$ cat config.mk
export PLATFORM = sky130hd
export DESIGN_NAME = bef_emit
export DESIGN_NICKNAME = d
export VERILOG_FILES = /design/src/hw/rtl/assert_macros.svh /design/src/hw/rtl/bef_pkg.sv /design/src/hw/rtl/bef_emit.sv
export SDC_FILE = /design/constraint.sdc
export NUM_CORES = 1
export LEC_CHECK = 0
export BUFFER_PORTS_ARGS = -buffer_cell sky130_fd_sc_hd__buf_4
export CORE_AREA = 2 2 39 41
export CTS_CLUSTER_SIZE = 28
export DETAILED_ROUTE_END_ITERATION = 6
export DIE_AREA = 0 0 41 43
export PLACE_DENSITY = 0.61
export SETUP_SLACK_MARGIN = 0.02
export SLEW_MARGIN = 10
export SYNTH_ARGS = -nofsm -noshare
export SYNTH_HDL_FRONTEND = slang
export SYNTH_SLANG_ARGS = --single-unit
$ cat constraint.sdc
create_clock -name i_clk -period 1.37 [get_ports i_clk]
set_input_delay 0.0685 -clock i_clk [delete_from_list [all_inputs] [get_ports i_clk]]
set_output_delay 0.0685 -clock i_clk [all_outputs]
set_load 0.01 [all_outputs]
$ cat src/hw/rtl/assert_macros.svh
// Assertion macros used by the top-level RTL file of the bump filter.
`ifndef ASSERT_MACROS_SVH
`define ASSERT_MACROS_SVH

`ifndef SYNTHESIS

// Checks a property at each rising edge of clk while rst_n is high.
`define ASSERT_AT(lbl, clk, rst_n, prop) \
    lbl: assert property (@(posedge clk) disable iff (!rst_n) prop) \
        else $error("assertion failed");

// Checks that a condition never holds at a rising edge of clk outside reset.
`define ASSERT_NEVER(lbl, clk, rst_n, cond) \
    lbl: assert property (@(posedge clk) disable iff (!rst_n) !(cond)) \
        else $error("forbidden condition seen");

`else

`define ASSERT_AT(lbl, clk, rst_n, prop)
`define ASSERT_NEVER(lbl, clk, rst_n, cond)

`endif

`endif

$ cat src/hw/rtl/bef_pkg.sv
// Types, constants and helper functions of the bump filter.
package bef_pkg;

    localparam int MAX_LINE_WIDTH = 1024;
    localparam int DELAY_DEPTH    = 3 * MAX_LINE_WIDTH + 2;
    localparam int ADDR_W         = $clog2(DELAY_DEPTH);
    localparam int CNT_W          = $clog2(DELAY_DEPTH + 1);
    localparam int EFF_W          = $clog2(MAX_LINE_WIDTH + 1);
    localparam int PIX_W          = 8;
    localparam int LW_W           = 11;
    localparam int APB_ADDR_W     = 4;
    localparam int APB_DATA_W     = 32;

    localparam logic [LW_W-1:0]  LINE_WIDTH_RST = LW_W'(640);
    localparam logic [PIX_W-1:0] PIX_MID        = PIX_W'(128);
    localparam logic [PIX_W-1:0] PIX_WHITE      = PIX_W'(255);

    typedef enum logic [1:0] {
        REG_LINE_WIDTH = 2'd0,
        REG_WHITE      = 2'd1,
        REG_DOUBLE     = 2'd2
    } t_reg_idx;

    typedef struct packed {
        logic [CNT_W-1:0] delta;
        logic             white;
        logic             double_w;
    } t_cfg;

    // Diagonal offset 3*w+2 with the line width clamped to 1..MAX_LINE_WIDTH.
    function automatic logic [CNT_W-1:0] f_delta(input logic [LW_W-1:0] w);
        logic [EFF_W-1:0] eff;
        if (w == '0) begin
            eff = EFF_W'(1);
        end else if (32'(w) > MAX_LINE_WIDTH) begin
            eff = EFF_W'(MAX_LINE_WIDTH);
        end else begin
            eff = EFF_W'(w);
        end
        return CNT_W'({eff, 1'b0}) + CNT_W'(eff) + CNT_W'(2);
    endfunction

endpackage

$ cat src/hw/rtl/bef_emit.sv
// Output register of the bump filter that sends each result once or twice.
module bef_emit
    import bef_pkg::*;
(
    input  logic             i_clk,
    input  logic             i_rst_n,
    input  logic             i_valid,
    input  logic [PIX_W-1:0] i_pix,
    input  logic             i_double,
    output logic             o_take,
    output logic             m_axis_tvalid,
    input  logic             m_axis_tready,
    output logic [PIX_W-1:0] m_axis_tdata,
    output logic             m_axis_tlast
);

    logic             r_valid;
    logic             r_last;
    logic [PIX_W-1:0] r_pix;
    logic             can_load;

    // A new result may enter once the final copy of the held one leaves.
    assign can_load = !r_valid || (m_axis_tready && r_last);
    assign o_take   = i_valid && can_load;

    always_ff @(posedge i_clk) begin
        if (!i_rst_n) begin
            r_valid <= 1'b0;
            r_last  <= 1'b0;
        end else if (o_take) begin
            r_valid <= 1'b1;
            r_last  <= !i_double;
        end else if (r_valid && m_axis_tready) begin
            if (r_last) begin
                r_valid <= 1'b0;
            end else begin
                r_last <= 1'b1;
            end
        end
    end

    always_ff @(posedge i_clk) begin
        if (o_take) begin
            r_pix <= i_pix;
        end
    end

    assign m_axis_tvalid = r_valid;
    assign m_axis_tdata  = r_pix;
    assign m_axis_tlast  = r_last;

endmodule

Yosys cells after proc, flatten, opt, wreduce, memory -nomap -nowiden:

Index checks and enable logic that the tools add are counted.

* word-level logic and storage cells: 17
* output and inout port bits: 11
* RAM bits: 0
* bits in read-only memories: 0
* flip-flop bits (word level): 10
* input port bits: 13
* latch bits: 0
* memories kept: 0

* magnitude comparators: 0
* equality and inequality tests: 0
* shift operators: 0
* $add $sub $neg: 0
* reduce and logical (&&, ||, !) cells: 9
* bitwise operators: 0
* muxes and demuxes: 5
* div/mod/pow operators: 0
* multiply operators: 0

Operators with widths (count)
* $mux 1: 5
* $reduce_bool 2->1: 2
* $logic_and 1x1->1: 3
* $logic_not 1->1: 2
* $reduce_and 2->1: 1
* $logic_or 1x1->1: 1

Longest topological paths before layout:

* word-level depth: 5
* mapped depth: 3

Worst setup path before layout:

No wires, ideal clock.

* kind: reg-to-reg
* start: register r_last, in the netlist m_axis_tlast
* end: register r_pix[0], in the netlist m_axis_tdata[0] (enable)
* library setup time: 379 ps
* data arrival time: 1047 ps
* required time: 991 ps
* clock period less this slack: 1427 ps
* path slack: -57 ps
* stages on the path, launching flop included: 3
* path through: dfxtp_1 -> a21oi_1 -> nor2b_1

* cells in the longest elaborated chain, start to end: 3

Ends and longest elaborated chain
* start: declaration: line bef_emit.sv:18 `logic r_last;`
* start signal: assignment: line bef_emit.sv:32 `r_last <= !i_double;`
* $logic_and 1x1->1: line bef_emit.sv:23 `assign can_load = !r_valid || (m_axis_tready && r_last);`
* $logic_or 1x1->1: line bef_emit.sv:23
* $logic_and 1x1->1: line bef_emit.sv:24 `assign o_take = i_valid && can_load;`
* via o_take: line bef_emit.sv:10 `output logic o_take,`
* end signal: assignment: line bef_emit.sv:44 `r_pix <= i_pix;`
* end: declaration: line bef_emit.sv:19 `logic [PIX_W-1:0] r_pix;`

The timed path passes the listed nets, and every way through them passes these cells.
A chain may end at the register's enable or synchronous reset.

Worst setup path after layout:

* start: register r_valid, in the netlist m_axis_tvalid
* end: output port o_take

* cells in the longest elaborated chain, start to end: 3

Ends and longest elaborated chain
* start: declaration: line bef_emit.sv:17 `logic r_valid;`
* start signal: assignment: line bef_emit.sv:28 `r_valid <= 1'b0;`
* start signal: assignment: line bef_emit.sv:31 `r_valid <= 1'b1;`
* start signal: assignment: line bef_emit.sv:35 `r_valid <= 1'b0;`
* $logic_not 1->1: line bef_emit.sv:23
* $logic_or 1x1->1: line bef_emit.sv:23
* $logic_and 1x1->1: line bef_emit.sv:24
* end: declaration: line bef_emit.sv:10

Every way passes these cells.

==> flow_summary.ini <==
[outcome]
status = finished clean

[timing]
fin_ws_ns = 0.162
min_period_ns = 1.21
hold_ws_ns = 0.0320
rsz0062_at_grt = false
tns_ns = 0
slew_headroom_pct = 80.8
hold_viol = 0
finalSetupViolCount = 0
finalCritPeriodShare_pct = 88.1
slew_viol_final = 0
max_freq_mhz = 828
fin_skew_ns = 0.00586
tightest_slew_ns = 0.288

[logic_synthesis]
netlist_instances = 20
synthDistinctLibCells = 9
syn_nets = 33
syn_avg_cell_area_um2 = 16.6
ys_seq_area_share_pct = 84.2
synth-seq-cells = 10
synthesis.area_um2 = 333
yosys_warnings = 0

[cts]
numCtsBuffers = 3
clockBufferDepth = 2
cts-htree-levels = 1
clk_pin_slew_ns = 0.06
cts_root_buffer = clkbuf_4
cts.sinks = 10
cts_tree = done
insertion_delay_ns = 0.26

[layout]
area_growth_pct = 96.6
drive_gt1_share_pct = 50.9
num_antenna_cells = 0
nets = 71
fin_cells = 73

[place]
placed_cells = 59
pre_cts_ws_ns = 0.160
gp_congestion = 0.681
port_buffers = 23

[drt]
post_drt_wl_per_cell_um = 10.7
drtPass1Iterations = 2
ant_nets = 0
vias = 291
routed_wl_um = 783
dr.first_iter.drc_count = 5
drc_errors = 0
viasPerCell = 3.99

[power_and_ir_drop]
p_clk_share_pct = 29.1
ir_drop_uv = 527
leakage_nw = 0.286
pwr-share-comb_pct = 17.6
power_density_nw_per_um2 = 1030
p_sw_share_pct = 21.4
p_seq_share_pct = 53.3
intPower_uw = 529
p_sw_uw = 144

[setup_path]
path_max_fanout = 3
cp.required_ns = 1.30
crit_path_end = o_take
crit_path_cell_trace = inv_1 > a21oi_1 > nor2b_4 > buf_4
cp_slowest_cell = dfxtp_1
end_kind = output pin
reg2reg_depth = 4
start_kind = register
regToRegSetupSlack_ns = 0.23
arrival_ns = 1.14
crit_type = register to output pin
critPathLaunch = m_axis_tvalid$_SDFFE_PN0P_
cpPeakStageDelay_ns = 0.35
rr_endpoint = m_axis_tdata[2]$_DFFE_PP_
reg2reg_from = m_axis_tvalid$_SDFFE_PN0P_

[flow_run]
maxCapViolCount = 0

[global_routing]
grt_pass1_wl_mm = 1.10
grt-ovfl-total = 0
grt_use_total_pct = 10.2
grt_pass1_vias = 252
grt_max_degree = 10
antenna_found_initial = 0

[die]
die_y_um = 43
start_util_pct = 24.1
dieWidth_um = 41
die_area_um2 = 1760
ios = 24
coreArea_um2 = 1380
rows = 14

[min_path]
min_path_type = input port to register
hold_path_depth = 2
power by group through the flow:
| stage | logic (mW) | clock network (mW) | registers [mW] |
|---|---|---|---|
| after global routing | 0.130 | 0.223 | 0.361 |
| after floorplan | 0.0186 | 0 | 0.375 |
| after detailed placement | 0.0913 | 0 | 0.366 |
| after global placement | 0.0914 | 0 | 0.365 |
| after CTS | 0.112 | 0.209 | 0.359 |
| final | 0.118 | 0.196 | 0.359 |
how the worst min path moves through the flow:
stage | start | to | slack (ns)
final | i_rst_n | m_axis_tvalid$_SDFFE_PN0P_ | 0.03
after global routing | i_rst_n | m_axis_tvalid$_SDFFE_PN0P_ | 0.03
after CTS | i_rst_n | m_axis_tvalid$_SDFFE_PN0P_ | 0.02
after detailed placement | i_pix[1] | m_axis_tdata[1]$_DFFE_PP_ | 0.25
after global placement | i_pix[4] | m_axis_tdata[4]$_DFFE_PP_ | 0.25
after floorplan | i_pix[0] | m_axis_tdata[0]$_DFFE_PP_ | 0.17
critical path, delay by kind of cell (launching register included):
family	cells	cell delay, ns
flip-flops	1	0.35
AO/OA/AOI/OAI	1	0.25
buffers and inverters	2	0.21
AND/OR/NAND/NOR	1	0.08
logic make-up after synthesis:
kind of cell           share of synthesized area, %
AOI/OAI and AO/OA                              10.5
buffers and inverters                          1.13
DFF                                            84.2
and+or+nand+nor                                4.14
cells in the final DEF, fill, tap and decap left out:
master	instances
buf_4	25
dlygate4sd3_1	8
edfxtp_1	8
clkbuf_4	3
a21oi_1	2
nand2_1	2
o21ai_0	2
dfxtp_1	2
inv_1	1
nor2b_4	1
o211ai_1	1
o21a_1	1
clkinv_1	1
state kept, by name (all words and copies together) (netlist names):
signal	cells
m_axis_tvalid	1
m_axis_tlast	1
m_axis_tdata	8
cell usage after synthesis (all sizes together):
master  instances  share of area, %
a21oi           2               3.0
dfxtp           2                12
edfxtp          8                72
inv             1               1.1
nand2           2               2.3
nor2b           1               1.9
o211ai          1               2.3
o21a            1               2.3
o21ai           2               3.0
stage by stage:
step                      area, um^2  total power [mW]  utilization [%]
after global placement           528             0.456             38.2
after floorplan                  335             0.394                -
after detailed placement         528             0.457             38.2
final                            654             0.673             47.3
after CTS                        639             0.681             46.2
after global routing             654             0.714             47.3
routing by layer:
metal	wire (um)	part of all wire (%)	up-vias	track usage (%)
li1	-	-	148	-
met3	108	14	0	4.19
met1	351	45	119	12.8
met2	323	41	24	13.1
met5	0	0	-	0
met4	0	0	0	8.00
cell type report:
cell class                      instances  area, um^2
Timing Repair Buffer                   33         268
Clock inverter                          1        3.75
Fill cell                             128         729
Clock buffer                            3        22.5
Inverter                                1        3.75
Tap cell                               16        20.0
Sequential cell                        10         280
Multi-Input combinational cell          9        56.3
repair_timing:
item | 4_1_cts | 5_1_grt
pin swaps | 0 | 0
gates resized for setup | 1 | 0
hold buffers | 8 | 0
setup buffers | 0 | 2
hold endpoints to repair | 8 | 0
endpoints found under the setup margin | 1 | 1
No activity file was read; power rests on OpenSTA's default activity.
