[src/hw/rtl/assert_macros.svh]
// Assertion macros used by the top-level RTL file of the bump filter.
`ifndef ASSERT_MACROS_SVH
`define ASSERT_MACROS_SVH

`ifndef SYNTHESIS

// Checks a property at each rising edge of clk while rst_n is high.
`define ASSERT_AT(lbl, clk, rst_n, prop) \
    lbl: assert property (@(posedge clk) disable iff (!rst_n) prop) \
        else $error("assertion failed");

// Checks that a condition never holds at a rising edge of clk outside reset.
`define ASSERT_NEVER(lbl, clk, rst_n, cond) \
    lbl: assert property (@(posedge clk) disable iff (!rst_n) !(cond)) \
        else $error("forbidden condition seen");

`else

`define ASSERT_AT(lbl, clk, rst_n, prop)
`define ASSERT_NEVER(lbl, clk, rst_n, cond)

`endif

`endif

[src/hw/rtl/bef_pkg.sv]
// Types, constants and helper functions of the bump filter.
package bef_pkg;

    localparam int MAX_LINE_WIDTH = 1024;
    localparam int DELAY_DEPTH    = 3 * MAX_LINE_WIDTH + 2;
    localparam int ADDR_W         = $clog2(DELAY_DEPTH);
    localparam int CNT_W          = $clog2(DELAY_DEPTH + 1);
    localparam int EFF_W          = $clog2(MAX_LINE_WIDTH + 1);
    localparam int PIX_W          = 8;
    localparam int LW_W           = 11;
    localparam int APB_ADDR_W     = 4;
    localparam int APB_DATA_W     = 32;

    localparam logic [LW_W-1:0]  LINE_WIDTH_RST = LW_W'(640);
    localparam logic [PIX_W-1:0] PIX_MID        = PIX_W'(128);
    localparam logic [PIX_W-1:0] PIX_WHITE      = PIX_W'(255);

    typedef enum logic [1:0] {
        REG_LINE_WIDTH = 2'd0,
        REG_WHITE      = 2'd1,
        REG_DOUBLE     = 2'd2
    } t_reg_idx;

    typedef struct packed {
        logic [CNT_W-1:0] delta;
        logic             white;
        logic             double_w;
    } t_cfg;

    // Diagonal offset 3*w+2 with the line width clamped to 1..MAX_LINE_WIDTH.
    function automatic logic [CNT_W-1:0] f_delta(input logic [LW_W-1:0] w);
        logic [EFF_W-1:0] eff;
        if (w == '0) begin
            eff = EFF_W'(1);
        end else if (32'(w) > MAX_LINE_WIDTH) begin
            eff = EFF_W'(MAX_LINE_WIDTH);
        end else begin
            eff = EFF_W'(w);
        end
        return CNT_W'({eff, 1'b0}) + CNT_W'(eff) + CNT_W'(2);
    endfunction

endpackage

[src/hw/rtl/bef_regs.sv]
// APB register file of the bump filter with the precomputed diagonal offset.
module bef_regs
    import bef_pkg::*;
(
    input  logic                  i_clk,
    input  logic                  i_rst_n,
    input  logic                  psel,
    input  logic                  penable,
    input  logic                  pwrite,
    input  logic [APB_ADDR_W-1:0] paddr,
    input  logic [APB_DATA_W-1:0] pwdata,
    output logic [APB_DATA_W-1:0] prdata,
    output logic                  pready,
    output t_cfg                  o_cfg
);

    logic [LW_W-1:0]  r_line_width;
    logic [CNT_W-1:0] r_delta;
    logic             r_white;
    logic             r_double;
    logic             wr_en;
    t_reg_idx         idx;

    assign pready = 1'b1;
    assign wr_en  = psel && penable && pwrite;
    assign idx    = t_reg_idx'(paddr[3:2]);

    always_ff @(posedge i_clk) begin
        if (!i_rst_n) begin
            r_line_width <= LINE_WIDTH_RST;
            r_delta      <= f_delta(LINE_WIDTH_RST);
            r_white      <= 1'b0;
            r_double     <= 1'b0;
        end else if (wr_en) begin
            unique case (idx)
                REG_LINE_WIDTH: begin
                    r_line_width <= pwdata[LW_W-1:0];
                    r_delta      <= f_delta(pwdata[LW_W-1:0]);
                end
                REG_WHITE:  r_white  <= pwdata[0];
                REG_DOUBLE: r_double <= pwdata[0];
                default: ;
            endcase
        end
    end

    always_comb begin
        prdata = '0;
        unique case (idx)
            REG_LINE_WIDTH: prdata = APB_DATA_W'(r_line_width);
            REG_WHITE:      prdata = APB_DATA_W'(r_white);
            REG_DOUBLE:     prdata = APB_DATA_W'(r_double);
            default:        prdata = '0;
        endcase
    end

    assign o_cfg.delta    = r_delta;
    assign o_cfg.white    = r_white;
    assign o_cfg.double_w = r_double;

endmodule

[config.mk]
export PLATFORM = sky130hd
export DESIGN_NAME = bef_regs
export DESIGN_NICKNAME = d
export VERILOG_FILES = /design/src/hw/rtl/assert_macros.svh /design/src/hw/rtl/bef_pkg.sv /design/src/hw/rtl/bef_regs.sv
export SDC_FILE = /design/constraint.sdc
export NUM_CORES = 1
export LEC_CHECK = 0
export BUFFER_PORTS_ARGS = -buffer_cell sky130_fd_sc_hd__buf_2
export CORE_ASPECT_RATIO = 0.8
export CORE_MARGIN = 2
export CORE_UTILIZATION = 30
export DETAILED_ROUTE_END_ITERATION = 10
export GPL_TIMING_DRIVEN = 0
export HOLD_SLACK_MARGIN = 0.05
export PLACE_DENSITY = 0.56
export SYNTH_ARGS = -nofsm -noshare
export SYNTH_HDL_FRONTEND = slang
export SYNTH_SLANG_ARGS = --single-unit
[constraint.sdc]
create_clock -name i_clk -period 2.9 [get_ports i_clk]
set_clock_uncertainty 0.05 [all_clocks]
set_input_delay 0.58 -clock i_clk [delete_from_list [all_inputs] [get_ports i_clk]]
set_output_delay 0.58 -clock i_clk [all_outputs]
set_load 0.005 [all_outputs]
## Yosys cells after proc, flatten, opt, wreduce, memory -nomap -nowiden

Cells that the tools add are included.
Widths: inputs -> output; s select.

- Reduce and logical (&&, ||, !) cells: 7
- $add $sub $neg: 2
- Multiplexer cells: 6
- $lt $le $gt $ge: 1
- Equal/unequal tests: 2

Operators with widths:

| cell | number |
|---|---|
| $mux 11 | 5 |
| $pmux 11 s3 | 1 |
| $add 12x11->12 | 1 |
| $add 12x2->12 const B | 1 |
| $gt 11x11->1 const B | 1 |
| $logic_not 11->1 | 1 |
| $reduce_and 2->1 | 3 |
| $eq 2x1->1 const B | 1 |
| $eq 2x2->1 const B | 1 |
| $logic_and 1x1->1 | 2 |
| $logic_not 2->1 | 1 |

- Word-level logic and storage cells: 22
- Output and inout bits: 47
- Bits in registers: 25
- Input bits: 41

## Longest topological paths before layout

- Depth after elaboration: 8
- Depth in mapped cells: 13
- Gate-level depth less buffers: 13

## Worst setup path before layout

OpenSTA, ideal clock, no wires.

- Path type: input -> register
- Start: in pwdata[3]
- End: reg r_delta[8]
- Cell stages on the path: 13
- Arrival time: 2.658 ns
- Required time: 2.771 ns
- Slack: 0.113 ns
- Cell sequence: nor4_1 -> nand3_1 -> a21o_1 -> ha_1 -> inv_1 -> ha_1 -> inv_1 -> fa_1 -> nor2b_1 -> o31a_1 -> o22ai_1 -> xor2_1 -> o211ai_1

- Cells in the longest elaborated chain, start to end: 8
- Elaborated cells between the ends (all ways): 9
- Classes of those cells: 2 x add/sub; 1 x order compare; 5 x mux; 1 x reduce/logical

Ends and longest elaborated chain:

| item | line | source |
|---|---|---|
| start: declaration | bef_regs.sv:11 | `input logic [APB_DATA_W-1:0] pwdata,` |
| $gt 11x11->1 | bef_pkg.sv:35 | `end else if (32'(w) > MAX_LINE_WIDTH) begin` |
| $mux 11 | bef_pkg.sv:35 |  |
| $mux 11 (*) | bef_pkg.sv:33 | `if (w == '0) begin` |
| $mux 11 (*) | bef_regs.sv:35 | `unique case (idx)` |
| $mux 11 (*) | bef_regs.sv:34 | `end else if (wr_en) begin` |
| $mux 11 (*) | bef_regs.sv:29 | `if (!i_rst_n) begin` |
| $add 12x11->12 (*) | bef_pkg.sv:40 | `return CNT_W'({eff, 1'b0}) + CNT_W'(eff) + CNT_W'(2);` |
| $add 12x2->12 (*) | bef_pkg.sv:40 |  |
| end signal: assignment | bef_regs.sv:31 | `r_delta <= f_delta(LINE_WIDTH_RST);` |
| end signal: assignment | bef_regs.sv:38 | `r_delta <= f_delta(pwdata[LW_W-1:0]);` |
| end: declaration | bef_regs.sv:18 | `logic [CNT_W-1:0] r_delta;` |

Every way passes the cells marked *; elsewhere a longest branch is shown, timed or not. The select of a mux whose other input is x is not followed.
A chain may end at the register's enable or synchronous reset.

## Worst setup path after layout

- Start: in pwdata[6]
- End: reg r_delta[8]

Same word-level chain as after synthesis.

==> metrics <==
status=finished clean; antenna violations before repair=0; commonest cells after routing, fill and taps aside=buf_2, nand2_1, buf_4; post-route cell area=2340 sq um; share of cells above drive strength 1=31.7%; synth warn=0; largest net degree at the start of global routing=14; # diodes=0; Cells after DPL=364; fin crit share=a little over nine tenths; Congestion Overflow GR=0; first-iteration detailed-routing DRC count=44; chip width=91.5 microns; Layout Cells excl Fill=371; Setup TNS=0 ns; Final setup viols=0; Slew @ Worst Pin=0.531 ns; clk slew on worst S/H paths=0.09 ns; Sink Count=25; initial core utilization=31.1%; Max clock buf depth=2; Max transition margin=64.6%; I/O pin total=88; Fin. Hold Viols=0; met1 Usage GRT=18.4%; 1st-pass router iterations=4; Post-Route WL=about 4300 microns; routed vias=1,619; DRC=0; routability cong.=0.847; Post-DP Area=2220 sq um; core area=about 5900 sq um; Clock Latency Late Sink=roughly 0.26 ns; most common cell after layout, fill and taps aside=buf_2; Routed Antenna Nets=0; CTS tree=built; busiest grt layer=met2; Layout area overhead=27.5%; Slew Viols, Final=0; CP Capture Type=flop; total track usage=roughly 13%; Worst Path Arrival=around 2.8 ns; Syn Std Cell Area=1840 sq um; Synth Area per Inst=8.27 sq um; worst min path class=reg2reg; met3 global-route usage=2.63%; DR vias/cell=4.36; Num CTS Buffers=3; fill count=about 600; CTS root buffer=clkbuf_8; port bufs=41; FMAX=366 MHz; GRT met2 Usage=19.7%; nets=351; Critical Path Fanout Max=3; HPWL after detailed placement=3370 microns; Sequential Area=500 sq um; Pleak=0.00117 uW; Core Rows=25; crit path launch type=input port; Critical Path RT=2.98 ns; overall power=746 uW; Power Dens Cells=319 nW/um^2; vias in the first global route=1,464; #FFs+latches synth=25; Die Y-Extent=around 74 microns; Max-Cap Viols=0; Netlist cell types=43; first-pass GRT wire length=6840 microns; Max IR drop VDD=about 0.22 mV; Avg WL per Cell=approximately 11 microns; CP Class=in2reg; sequential area share after synthesis=27.2%; Mapped Cells=222; H-tree level count=1; die area=between 6000 and 7000 sq um; crit path time final=2.73 ns; multi-input logic area=~1200 sq um
metal layers:
layer	part of all wire, %	wire length (microns)	vias up
met2	41	1730	45
li1	-	-	846
met1	53	2250	726
met5	0	0	-
met4	0.38	16	0
met3	5.8	246	2
through the flow:
step	hold WS, ns	setup WS (ns)	utilization [%]
floorplan	0.382	0.113	-
global placement	0.394	-0.248	37.5
detailed placement	0.399	-0.314	37.5
CTS	0.419	0.0330	38.3
global route	0.439	-0.0409	39.6
finish	0.416	0.166	39.6
kinds of logic (layout without fill, tap and decap cells):
logic type      Yosys count  count (layout)  synth area share, %
compound gates           43              43                 16.8
simple gates             87              87                 24.5
mux                       4               4                 2.18
other cells               2              22                0.409
flops                    25              25                 27.2
xor+xnor                  4               4                 1.91
buf+inv                  38              86                 13.6
fa+ha+maj                19              19                 13.4
critical path: stages:
cell	delay, ns
buf_6	0.10
nor4_2	0.24
nand3_1	0.13
a21o_1	0.19
ha_2	0.17
inv_2	0.07
ha_4	0.14
inv_2	0.04
fa_2	0.40
nor2b_4	0.14
o31a_1	0.25
o22ai_2	0.09
xor2_1	0.16
o211ai_1	0.10
state kept, by name, summed over array words and instances, names as in the netlist:
name,cells
r_line_width,11
r_double,1
r_delta,12
r_white,1
synthesized netlist by cell type:
master	instances	area, sq um
or2_2	2	12.5
a21oi_1	5	25.0
a31oi_1	1	6.26
nand3_2	1	10.0
a211oi_1	1	7.51
xnor2_1	2	17.5
nand2_1	37	139
o21ai_0	5	25.0
o21bai_1	1	7.51
nand3b_1	1	7.51
o31a_1	1	8.76
ha_1	18	225
nor3_2	1	10.0
nor2b_1	12	75.1
buf_4	24	180
or3_4	1	11.3
buf_6	2	22.5
buf_2	2	10.0
mux2i_1	4	40.0
nor4_1	1	6.26
o211ai_1	6	45.0
a211o_1	3	26.3
nor3b_2	1	12.5
inv_1	6	22.5
nor3b_1	2	15.0
fa_1	1	20.0
nand2b_1	1	6.26
and2_1	12	75.1
conb_1	2	7.51
clkbuf_1	4	15.0
a21boi_0	11	82.6
o211a_1	1	10.0
xor2_1	2	17.5
a32oi_1	1	8.76
o31ai_2	1	12.5
a21o_1	3	22.5
dfxtp_1	25	500
nor3_1	3	15.0
nand3_1	5	25.0
o21a_1	2	15.0
nand4_1	1	6.26
nor2_1	6	22.5
o22ai_1	1	6.26
where the power goes:
| part | leakage (uW) | total, uW | switching [uW] | internal (uW) |
|---|---|---|---|---|
| registers | 0.000202 | 351 | 2.56 | 349 |
| clock network | 0.0000228 | 214 | 115 | 98.4 |
| logic | 0.000941 | 182 | 92.9 | 88.6 |
| total | 0.00117 | 746 | 211 | 536 |
final cells by class:
class / instances / area share [%]
inverter: 6 / 0.962
buffer: 32 / 9.78
timing repair buffer: 44 / 10.3
sequential: 25 / 21.4
tap: 81 / 4.33
clock buffer: 4 / 1.92
multi-input combinational: 179 / 51.4
timing repair:
item                                    4_1_cts  5_1_grt
pin swaps                                     0       12
setup buffers                                 0        3
gates resized for setup                       1       17
endpoints found under the setup margin        2        3
hold buffers                                  0        0
final timing paths:
| kind | to | start | cells past startpoint | slack, ns |
|---|---|---|---|---|
| hold / removal | r_line_width[5] | r_line_width[5] | 2 | 0.42 |
| setup / recovery | r_delta[8] | pwdata[6] | 14 | 0.17 |
| setup reg to reg | r_delta[11] | r_delta[11] | 2 | 2.18 |
| hold reg to reg | r_line_width[5] | r_line_width[5] | 2 | 0.42 |
Note: power is estimated with default switching activity, not from simulation.
