--- src/hw/rtl/assert_macros.svh ---
// Assertion macros used by the top-level RTL file of the bump filter.
`ifndef ASSERT_MACROS_SVH
`define ASSERT_MACROS_SVH

`ifndef SYNTHESIS

// Checks a property at each rising edge of clk while rst_n is high.
`define ASSERT_AT(lbl, clk, rst_n, prop) \
    lbl: assert property (@(posedge clk) disable iff (!rst_n) prop) \
        else $error("assertion failed");

// Checks that a condition never holds at a rising edge of clk outside reset.
`define ASSERT_NEVER(lbl, clk, rst_n, cond) \
    lbl: assert property (@(posedge clk) disable iff (!rst_n) !(cond)) \
        else $error("forbidden condition seen");

`else

`define ASSERT_AT(lbl, clk, rst_n, prop)
`define ASSERT_NEVER(lbl, clk, rst_n, cond)

`endif

`endif

--- src/hw/rtl/bef_delay_ram.sv ---
// Simple dual-port synchronous RAM with registered read data.
module bef_delay_ram #(
    parameter int DEPTH = 16,
    parameter int WIDTH = 8,
    parameter int AW    = $clog2(DEPTH)
) (
    input  logic             i_clk,
    input  logic             i_we,
    input  logic [AW-1:0]    i_waddr,
    input  logic [WIDTH-1:0] i_wdata,
    input  logic             i_re,
    input  logic [AW-1:0]    i_raddr,
    output logic [WIDTH-1:0] o_rdata
);

    logic [WIDTH-1:0] r_mem [DEPTH];
    logic [WIDTH-1:0] r_rdata;

    always_ff @(posedge i_clk) begin
        if (i_we) begin
            r_mem[i_waddr] <= i_wdata;
        end
    end

    always_ff @(posedge i_clk) begin
        if (i_re) begin
            r_rdata <= r_mem[i_raddr];
        end
    end

    assign o_rdata = r_rdata;

endmodule

--- config.mk ---
export PLATFORM = sky130hd
export DESIGN_NAME = bef_delay_ram
export DESIGN_NICKNAME = d
export VERILOG_FILES = /design/src/hw/rtl/assert_macros.svh /design/src/hw/rtl/bef_delay_ram.sv
export SDC_FILE = /design/constraint.sdc
export NUM_CORES = 1
export LEC_CHECK = 0
export ABC_CLOCK_PERIOD_IN_PS = 4900
export BUFFER_PORTS_ARGS = -buffer_cell sky130_fd_sc_hd__buf_2
export CORE_ASPECT_RATIO = 1.1
export CORE_MARGIN = 1.5
export CORE_UTILIZATION = 50
export CTS_BUF_LIST = sky130_fd_sc_hd__clkbuf_16
export CTS_CLUSTER_SIZE = 14
export DETAILED_ROUTE_END_ITERATION = 8
export GPL_TIMING_DRIVEN = 0
export PLACE_DENSITY_LB_ADDON = 0.15
export SLEW_MARGIN = 20
export SYNTH_ARGS = -nofsm -noshare
export SYNTH_HDL_FRONTEND = slang
export SYNTH_SLANG_ARGS = --single-unit
--- constraint.sdc ---
create_clock -name i_clk -period 4.9 [get_ports i_clk]
set_input_delay 0.735 -clock i_clk [delete_from_list [all_inputs] [get_ports i_clk]]
set_output_delay 0.735 -clock i_clk [all_outputs]
set_load 0.01 [all_outputs]
# == Word-level counts from Yosys, hierarchy flattened ==
# Memories as Yosys holds them, arrays and structs flattened. A register that Yosys moved wholly into a read port is not among the register bits.
# Cells that the tools add are included.
# totals
mem_bits_ro,0
inputBits,19
latchBits,0
mem_count,1
register_bits,0
out_inout_bits,8
ramBits,128
elab_cells,3
# mem_list
memory,depth,width,rd,rd_clocked_by_memory_dff,write_ports,line_no,text
r_mem,16,8,1,1,1,bef_delay_ram.sv:16,logic [WIDTH-1:0] r_mem [DEPTH];
# op_classes
shift,0
reduce_logical,0
muxes,2
n_eq_ne,0
bitwise_logic,0
addsub,0
mul,0
order_cmp,0
div_mod_pow,0
# ops
cell,n
2-to-1 mux 1 bit,2

# == Depth between registers and ports, before layout ==
# Gate-level depths: netlist of run 1.
# depth
ltp_word,2
ltp_mapped,5
depth_no_buf,3

# == Least setup slack after synthesis of run 1 ==
# No wires, ideal clock.
# synth_timing
path_kind,input -> register
from,in i_waddr[2]
to,mem r_mem[0][0] (enable)
t_required_ns,4.517
t_arrival_ns,1.845
setup_time_ns,0.383
n_path_buf,0
setup_slack_ns,2.672
cell_stages,2
path_cell_list,or3b_2 nor3_1
# synth_lines
element,line_no,text
"start, declared",bef_delay_ram.sv:9,"input logic [AW-1:0] i_waddr,"
"end, declared",bef_delay_ram.sv:16,
# No word-level cell before the write port.

# == Worst setup path in the final report of run 1 ==
# layout_timing
from,in i_waddr[2]
to,mem r_mem[3][2] (enable)
# No word-level cell before the write port.

==> results of run 1 <==
[routing by layer]
layer  track usage (%)  part of all wire, %
met5                 0                    0
met3             5.485                  5.0
met1             26.29                   44
met2             31.78                   50
met4             8.149                  1.6
[Yosys cell counts]
master | n | area (um^2)
nor2b_1 | 1 | 6.260
nand3_1 | 1 | 5.000
buf_4 | 1 | 7.510
nand2b_1 | 2 | 12.51
nor2_1 | 13 | 48.80
mux4_1 | 14 | 367.9
clkdlybuf4s25_2 | 3 | 30.03
and2_1 | 1 | 6.260
mux4_2 | 18 | 405.4
nand3b_1 | 2 | 15.01
nor3_1 | 4 | 20.02
buf_2 | 3 | 15.01
and2b_1 | 1 | 7.510
or3b_2 | 1 | 8.760
nand2_1 | 9 | 33.78
edfxtp_1 | 136 | 4084
buf_6 | 3 | 33.78
a22oi_1 | 16 | 120.1
[worst max-delay path: cells and delay by family]
kind / cells / cell delay [ns]
and+or+nand+nor: 2 / 1.18
buffers and inverters: 1 / 0.11
[flip-flops by register name, indices dropped and copies added, names as in the netlist]
signal / flops
r_mem: 128
o_rdata: 8
[layout by cell type, fill, tap and decap left out, types with 4 or more instances in the layout]
master	count
buf_2	28
a22oi_1	16
mux4_2	18
nor2_1	13
nor3_2	4
edfxtp_1	136
nand2_1	9
clkinv_2	5
mux4_1	14
clkbuf_16	17
[cell type report]
| class | instances | area [um^2] | share of cell area (%) |
|---|---|---|---|
| flip-flops and latches | 136 | 4084 | 66.79 |
| multi-input cells | 83 | 1077 | 17.62 |
| plain buffers | 10 | 86.33 | 1.412 |
| repair buffers | 25 | 125.1 | 2.046 |
| clock inverters | 14 | 141.4 | 2.312 |
| well taps | 140 | 175.2 | 2.865 |
| clock buffers | 17 | 425.4 | 6.957 |
[power groups by stage]
stage	clock network (mW)	registers [mW]	logic [mW]
6_report	1.21	1.32	0.124
5_1_grt	1.28	1.32	0.135
4_1_cts	1.23	1.32	0.127
3_5_place_dp	0	1.34	0.126
3_3_place_gp	0	1.34	0.123
2_1_floorplan	0	1.34	0.0661
[per-stage QoR]
stage	hold WS, ns	instance area [um^2]	util [%]	setup WS (ns)
after floorplan	0.7048	5228	-	2.672
after global placement	0.7330	5528	55.10	2.094
after detailed placement	0.7413	5548	55.30	2.475
after CTS	0.6467	6115	60.95	2.912
after global routing	0.6584	6115	60.95	2.811
final	0.6625	6115	60.95	2.898
[final timing paths]
check                          end  slack (ns)  cells past startpoint
max reg2reg   o_rdata[0]$_DFFE_PP_        3.28                      3
min           o_rdata[3]$_DFFE_PP_        0.66                      1
max          r_mem[3][2]$_DFFE_PP_        2.90                      3
min reg2reg   o_rdata[4]$_DFFE_PP_        0.75                      3
[cells by family after synthesis]
family | after synthesis
mux | 32
flops | 136
buf+inv | 10
simple gates | 35
compound gates | 16
==> impl_results.md, run 1 <==
- Outcome: finished, final reports clean
- Synth Instances: 229
- Number of global-route vias before repair: roughly 2,500
- PwrDens: between 400 and 500 mW/mm^2
- Worst Hold Launch: i_re
- DRT antenna net count: 0
- Cell internal pwr: about 2.1 mW
- Fin Setup TNS: 0 ns
- Leak: between 2 and 2.5 nW
- Sw frac: a little under a fifth
- Initial antenna violation count: 0
- Clk pwr share: 45.6%
- Combinational Power Share: under 10%
- Mapped Area: roughly 0.0052 mm^2
- Drt wl/cell: 22.76 um
- Hold_buf cts: 0
- Die width: 100.5 um
- Starting Density: a little over half
- Unrepaired setup endpoints after global routing: no
- Largest net degree at the start of global routing: 17
- Critical path endpoint category: flop
- Routed vias/inst: 5.555
- Worst EP required: about 5 ns
- Seq/Total Area, Yosys: between 70% and 80%
- Count of non-filler cells in the finished layout: 425
- Measured slew at the worst slew-check pin: between 0.8 and 0.9 ns
- Remaining Overflow, GRT: 0
- Drt drc: 0
- CP max FO: 8
- Die height: 110.2 um
- 1st-iter DRT viols: 260
- # diodes: 0
- Worst EP arrival: ~2 ns
- CTS tree: done
- DRT Pass-1 Iters: 4
- Hold Vio Cnt, Final: 0
- Post-CTS sizing: 0
- Synth Register Bits: about 140
- Slowest cell on crit path: nor2_1
- Dpl hpwl: ~6000 um
- Final Max Slew Viols: 0
- Clock Sinks: between 100 and 150
- Synth cell types: 18
- IO Count: 27
- GRT Resource Usage Total: between 10% and 20%
- Worst skew pair latency: about 0.41 ns
- Worst-case clock buffer depth: 2
- Area Growth Syn to Fin: 16.97%
- Startpoint Class: input port
- Yosys warnings: 0
- Post CTS Setup Buffer Count: 0
- Nets: 292
- Via Count: 2,361
- Reg2reg start: r_mem[4][0]$_DFFE_PP_
- NetSw: about 0.51 mW
- Clock skew: about 0.0031 ns
- Period utilization: about two fifths
- CP startpoint: i_waddr[2]
- CP Cell Sequence: buf_2 -> or3b_2 -> nor2_1
- CP max stage delay: ~0.64 ns
- Syn_nets: 248
- Maximum vdd ir drop: 222.4 uV
- Mux cell area share after synthesis: roughly 15%
- CTS clk-pin slew, worst paths: 0.05 ns
- FP Rows: 38
- Post-synthesis xor/xnor area fraction: 0%
- I/O Buffers: 25
- Pwr Total: 2.649 mW
- Clock buffer count from CTS: 17
- H-Tree Depth: 4
- Die area: about 0.011 mm^2
- Final Critical Period: between 2 and 2.5 ns
- Adder-cell share of the synthesized area: 0%
- First-pass GRT wire length: between 10,000 and 15,000 um
- Post-synthesis simple-gate area fraction: approximately 3.1%
- Largest family of logic cells by synthesized area: multiplexers
- Avg Inst Size Synth: about 23 um^2
- Number of instances in the placed design: between 300 and 400
- Worst min path class: in2reg
- Fillcell total: 713
- Core area: ~0.010 mm^2
- Clk Tree Root Cell: clkbuf_16
- Max-Cap Viols: 0
- Synth Area in Compound Gates: 2.298%
- Global placer's final weighted congestion: 0.6903
- Post-Route WL: 9671 um
- Final setup viols: 0
- Layout cell share with drive strength beyond 1: around 30%
- Max Fclk: between 400 and 500 MHz
- Flop pwr share: 49.7%
- Slew margin rel.: ~44%
- Setup CP Type: in2reg
Note: power is estimated with default switching activity, not from simulation.
==> run 2, diff against run 1 <==
--- a/config.mk
+++ b/config.mk
@@ -5,7 +5,8 @@
 export SDC_FILE = /design/constraint.sdc
 export NUM_CORES = 1
 export LEC_CHECK = 0
-export ABC_CLOCK_PERIOD_IN_PS = 4900
+export ABC_AREA = 1
+export ABC_CLOCK_PERIOD_IN_PS = 2080
 export BUFFER_PORTS_ARGS = -buffer_cell sky130_fd_sc_hd__buf_2
 export CORE_ASPECT_RATIO = 1.1
 export CORE_MARGIN = 1.5
==> constraint.sdc (replaced) <==
create_clock -name i_clk -period 2.08 [get_ports i_clk]
set_input_delay 0.312 -clock i_clk [delete_from_list [all_inputs] [get_ports i_clk]]
set_output_delay 0.312 -clock i_clk [all_outputs]
set_load 0.01 [all_outputs]
==> run 2 against run 1 <==
  * Register-to-register slack worse by 2.4 ns
  * Count of clock-buffer cells in the layout unchanged
  * Clock power increased to 2.6 times the previous value
  * Critical path depth did not move
  * Largest power group is now the clock network
  * Synthesized cell count grew 140%
  * Global-route usage increased by 4.2 points
  * Clock skew is 0.0023 ns higher
  * Wire length grew 41%
  * Sequential power rose by 130%
==> impl_results.md, run 2 <==
- Avg Inst Size Synth: 10.61 um^2 (-54%)
- Post-route cell area: 0.006764 mm^2 (+11%)
- Commonest non-fill, non-tap cell in the layout: nand2_1
- Clk pwr share: 47.3% (+1.7 points)
- Slowest cell on crit path: nor2_1
- 1st-iter DRT viols: 427 (+64%)
- Dpl hpwl: 8973 um (+49%)
- Worst EP required: 2.11 ns (-2.83 ns)
- Drt drc: 0 (unchanged)
- Post-Route WL: 13,680 um (+41%)
- Count leader, synth: nand2_1
- Initial antenna violation count: 0 (unchanged)
- Leak: 2.937 nW (+44%)
- Worst hold path depth: 1 (unchanged)
- Routed vias/inst: 5.172 (-6.9%)
- Via Count: 3,905 (+65%)
- Measured slew at the worst slew-check pin: 1.056 ns (+0.2118 ns)
- Final Critical Period: roughly 1.5 ns
- Max FFs per register: 128 (unchanged)
- Top cells by area, synth: edfxtp_1 (70%), nand2_1 (11%), nand3_1 (8.3%), inv_1 (6.4%), buf_6 (1.2%)
- Worst min path class: in2reg
- DP Area: 0.006150 mm^2 (+11%)
- Max Fclk: 660.1 MHz
- EDFF count, synth: 136 (unchanged)
- PwrDens: 981.9 mW/mm^2 (+130%)
- Cell internal pwr: 5.291 mW (+150%)
- Area Growth Syn to Fin: 15.69%
- Post CTS Setup Buffer Count: 0 (unchanged)
- Critical path endpoint category: flop
- Utilization of the core after routing: 59.13% (-1.8 points)
- Post-synth ARST share: 0% (unchanged)
- Worst-case clock buffer depth: 2 (unchanged)
- Max-Cap Viols: 0 (unchanged)
- Synth Register Bits: 136 (unchanged)
- Clk Tree Root Cell: clkbuf_16
- Slew margin rel.: 29.35% (-14 points)
- I/O Buffers: 23 (-8.0%)
- Die width: 106.1 um (+5.6%)
- FP Rows: 41 (+7.9%)
- Worst skew pair latency: 0.41 ns (about the same)
- Pwr Total: 6.641 mW (+150%)
- # diodes: 0 (unchanged)
- Final setup viols: 0 (unchanged)
- CP Cell Sequence: buf_2 -> nand3b_1 -> nor2_1
- Post-CTS sizing: 0 (unchanged)
- Period utilization: between 70% and 80%
- Worst R2R End: o_rdata[7]$_DFFE_PP_
- CTS clk-pin slew, worst paths: 0.06 ns (about the same)
- Most flops, register: r_mem
- NetSw: 1.351 mW (+170%)
- Drt wl/cell: 18.12 um (-20%)
- Global placer's final weighted congestion: 0.8353 (+21%)
- Path depth of the worst reg2reg path: 6 (+3)
- Die height: 116.4 um (+5.6%)
- Unrepaired setup endpoints after global routing: no
- Core area: 0.01144 mm^2 (+14%)
- Most frequent cells in the layout: nand2_1 (173), edfxtp_1 (136), inv_1 (102)
- Commonest cells post-synth: nand2_1 (173), edfxtp_1 (136), inv_1 (100), nand3_1 (97), nor2_1 (17)
- Nets: 612 (+110%)
- H-Tree Depth: 4 (unchanged)
- DRT Pass-1 Iters: 6 (+2)
- Synth Instances: 551 (+140%)
- DRT antenna net count: 0 (unchanged)
- CP max FO: 8 (unchanged)
- Clock buffer count from CTS: 17 (unchanged)
- Fin Setup TNS: 0 ns (unchanged)
- Remaining Overflow, GRT: 0 (unchanged)
- Clock skew: 0.005386 ns (+0.002278 ns)
- Largest net degree at the start of global routing: 17 (unchanged)
- Final Max Slew Viols: 0 (unchanged)
- Sw frac: 20.34% (+1.2 points)
- Reg2reg start: r_mem[2][7]$_DFFE_PP_
- Worst Hold Launch: i_re
- Mapped Area: 0.005847 mm^2 (+12%)
- Startpoint Class: input port
- Die area: 0.01235 mm^2 (+12%)
- Hold_buf cts: 0 (unchanged)
- Outcome: finished, final reports clean
- Synth cell types: 11 (-7)
- Number of global-route vias before repair: 3,688 (+49%)
- CP Buf/Inv Count: 1 (unchanged)
- Ys flop type: edfxtp_1
- Reg2Reg Setup Slack: 0.88 ns (-2.40 ns)
- Delay-heaviest family, CP: simple AND/OR/NAND/NOR gates
- Starting Density: 51.11% (-1.0 points)
- Hold EP: o_rdata[4]$_DFFE_PP_
- Synth area leader: edfxtp_1
- Flop pwr share: 46.7% (-3.0 points)
- Setup CP Type: in2reg
- First-pass GRT wire length: 21,180 um (+46%)
- CP max stage delay: 0.85 ns (+0.21 ns)
- Maximum vdd ir drop: 542.5 uV (+140%)
- Syn_nets: 570 (+130%)
- Clock Sinks: 136 (unchanged)
- IO Count: 27 (unchanged)
- Worst EP arrival: 1.54 ns (-0.50 ns)
- CTS tree: done
- Layout cell share with drive strength beyond 1: 12.23% (-17 points)
- Combinational Power Share: 6.0% (+1.3 points)
- Seq/Total Area, Yosys: 69.85% (-8.3 points)
- GRT Resource Usage Total: 24.11% (+4.2 points)
- Yosys warnings: 0 (unchanged)
- Hold Vio Cnt, Final: 0 (unchanged)
- Synth top area share: 69.85% (-8.3 points)
[run 2: cell types whose count changed in the layout (fill, tap and decap cells not counted), sizes merged, moves of 15 or more]
cell / previous run / this run
mux4: 32 / 0
nand3: 1 / 97
buf: 32 / 47
nand2: 9 / 173
inv: 2 / 104
a22oi: 16 / 0
[run 2: per-stage QoR]
step,hold WS [ns],worst slack [ns],std cells
2_1_floorplan,0.4109,0.8172,551
3_3_place_gp,0.6456,0.1884,724
3_5_place_dp,0.6558,0.1731,724
4_1_cts,0.2323,0.6016,755
5_1_grt,0.2404,0.5596,755
6_report,0.2326,0.5652,755
[run 2: cell type report]
cell class	count	area (um^2)
Clock inverter	14	188.9
Buffer	24	166.4
Sequential cell	136	4084
Multi-Input combinational cell	289	1214
Clock buffer	17	425.4
Fill cell	921	4676
Timing Repair Buffer	23	115.1
Inverter	102	382.9
Tap cell	150	187.7
[run 2: how the worst max path moves through the flow]
stage,startpoint,end,slack [ns],depth (start not counted)
floorplan,i_waddr[2],r_mem[10][0]$_DFFE_PP_,0.82,2
global placement,i_waddr[3],r_mem[7][0]$_DFFE_PP_,0.19,3
detailed placement,i_waddr[3],r_mem[7][0]$_DFFE_PP_,0.17,3
CTS,i_waddr[3],r_mem[7][7]$_DFFE_PP_,0.60,3
global route,i_waddr[3],r_mem[7][7]$_DFFE_PP_,0.56,3
finish,i_waddr[3],r_mem[7][7]$_DFFE_PP_,0.57,3
[run 2: cells by family after synthesis]
group         synth area share (%)
simple gates                 20.76
flops                        69.85
buf+inv                      9.394
[run 2: power groups by stage]
stage | Sequential, mW | Clock, mW | Combinational (mW)
after detailed placement | 3.16 | 0 | 0.393
after floorplan | 3.17 | 0 | 0.216
after CTS | 3.10 | 3.14 | 0.395
after global placement | 3.16 | 0 | 0.385
final | 3.10 | 3.14 | 0.397
after global routing | 3.11 | 3.28 | 0.441
[run 2: metal layers]
metal  up-vias  share of wire (%)  track usage (%)  wire (um)
met3        29                8.1            4.576       1107
met4         0                2.5            9.369        338
met5         -                  0                0          0
li1       1866                  -                -          -
met2       188                 47            38.41       6462
met1      1822                 42            33.23       5771
[run 2: worst reg2reg max path: stages, from the launching register on]
cell and delay (ns):
edfxtp_1 0.38, inv_1 0.09, nand2_1 0.05, nand3_1 0.07
nand3_1 0.08, nand3_1 0.18, nand2_1 0.09
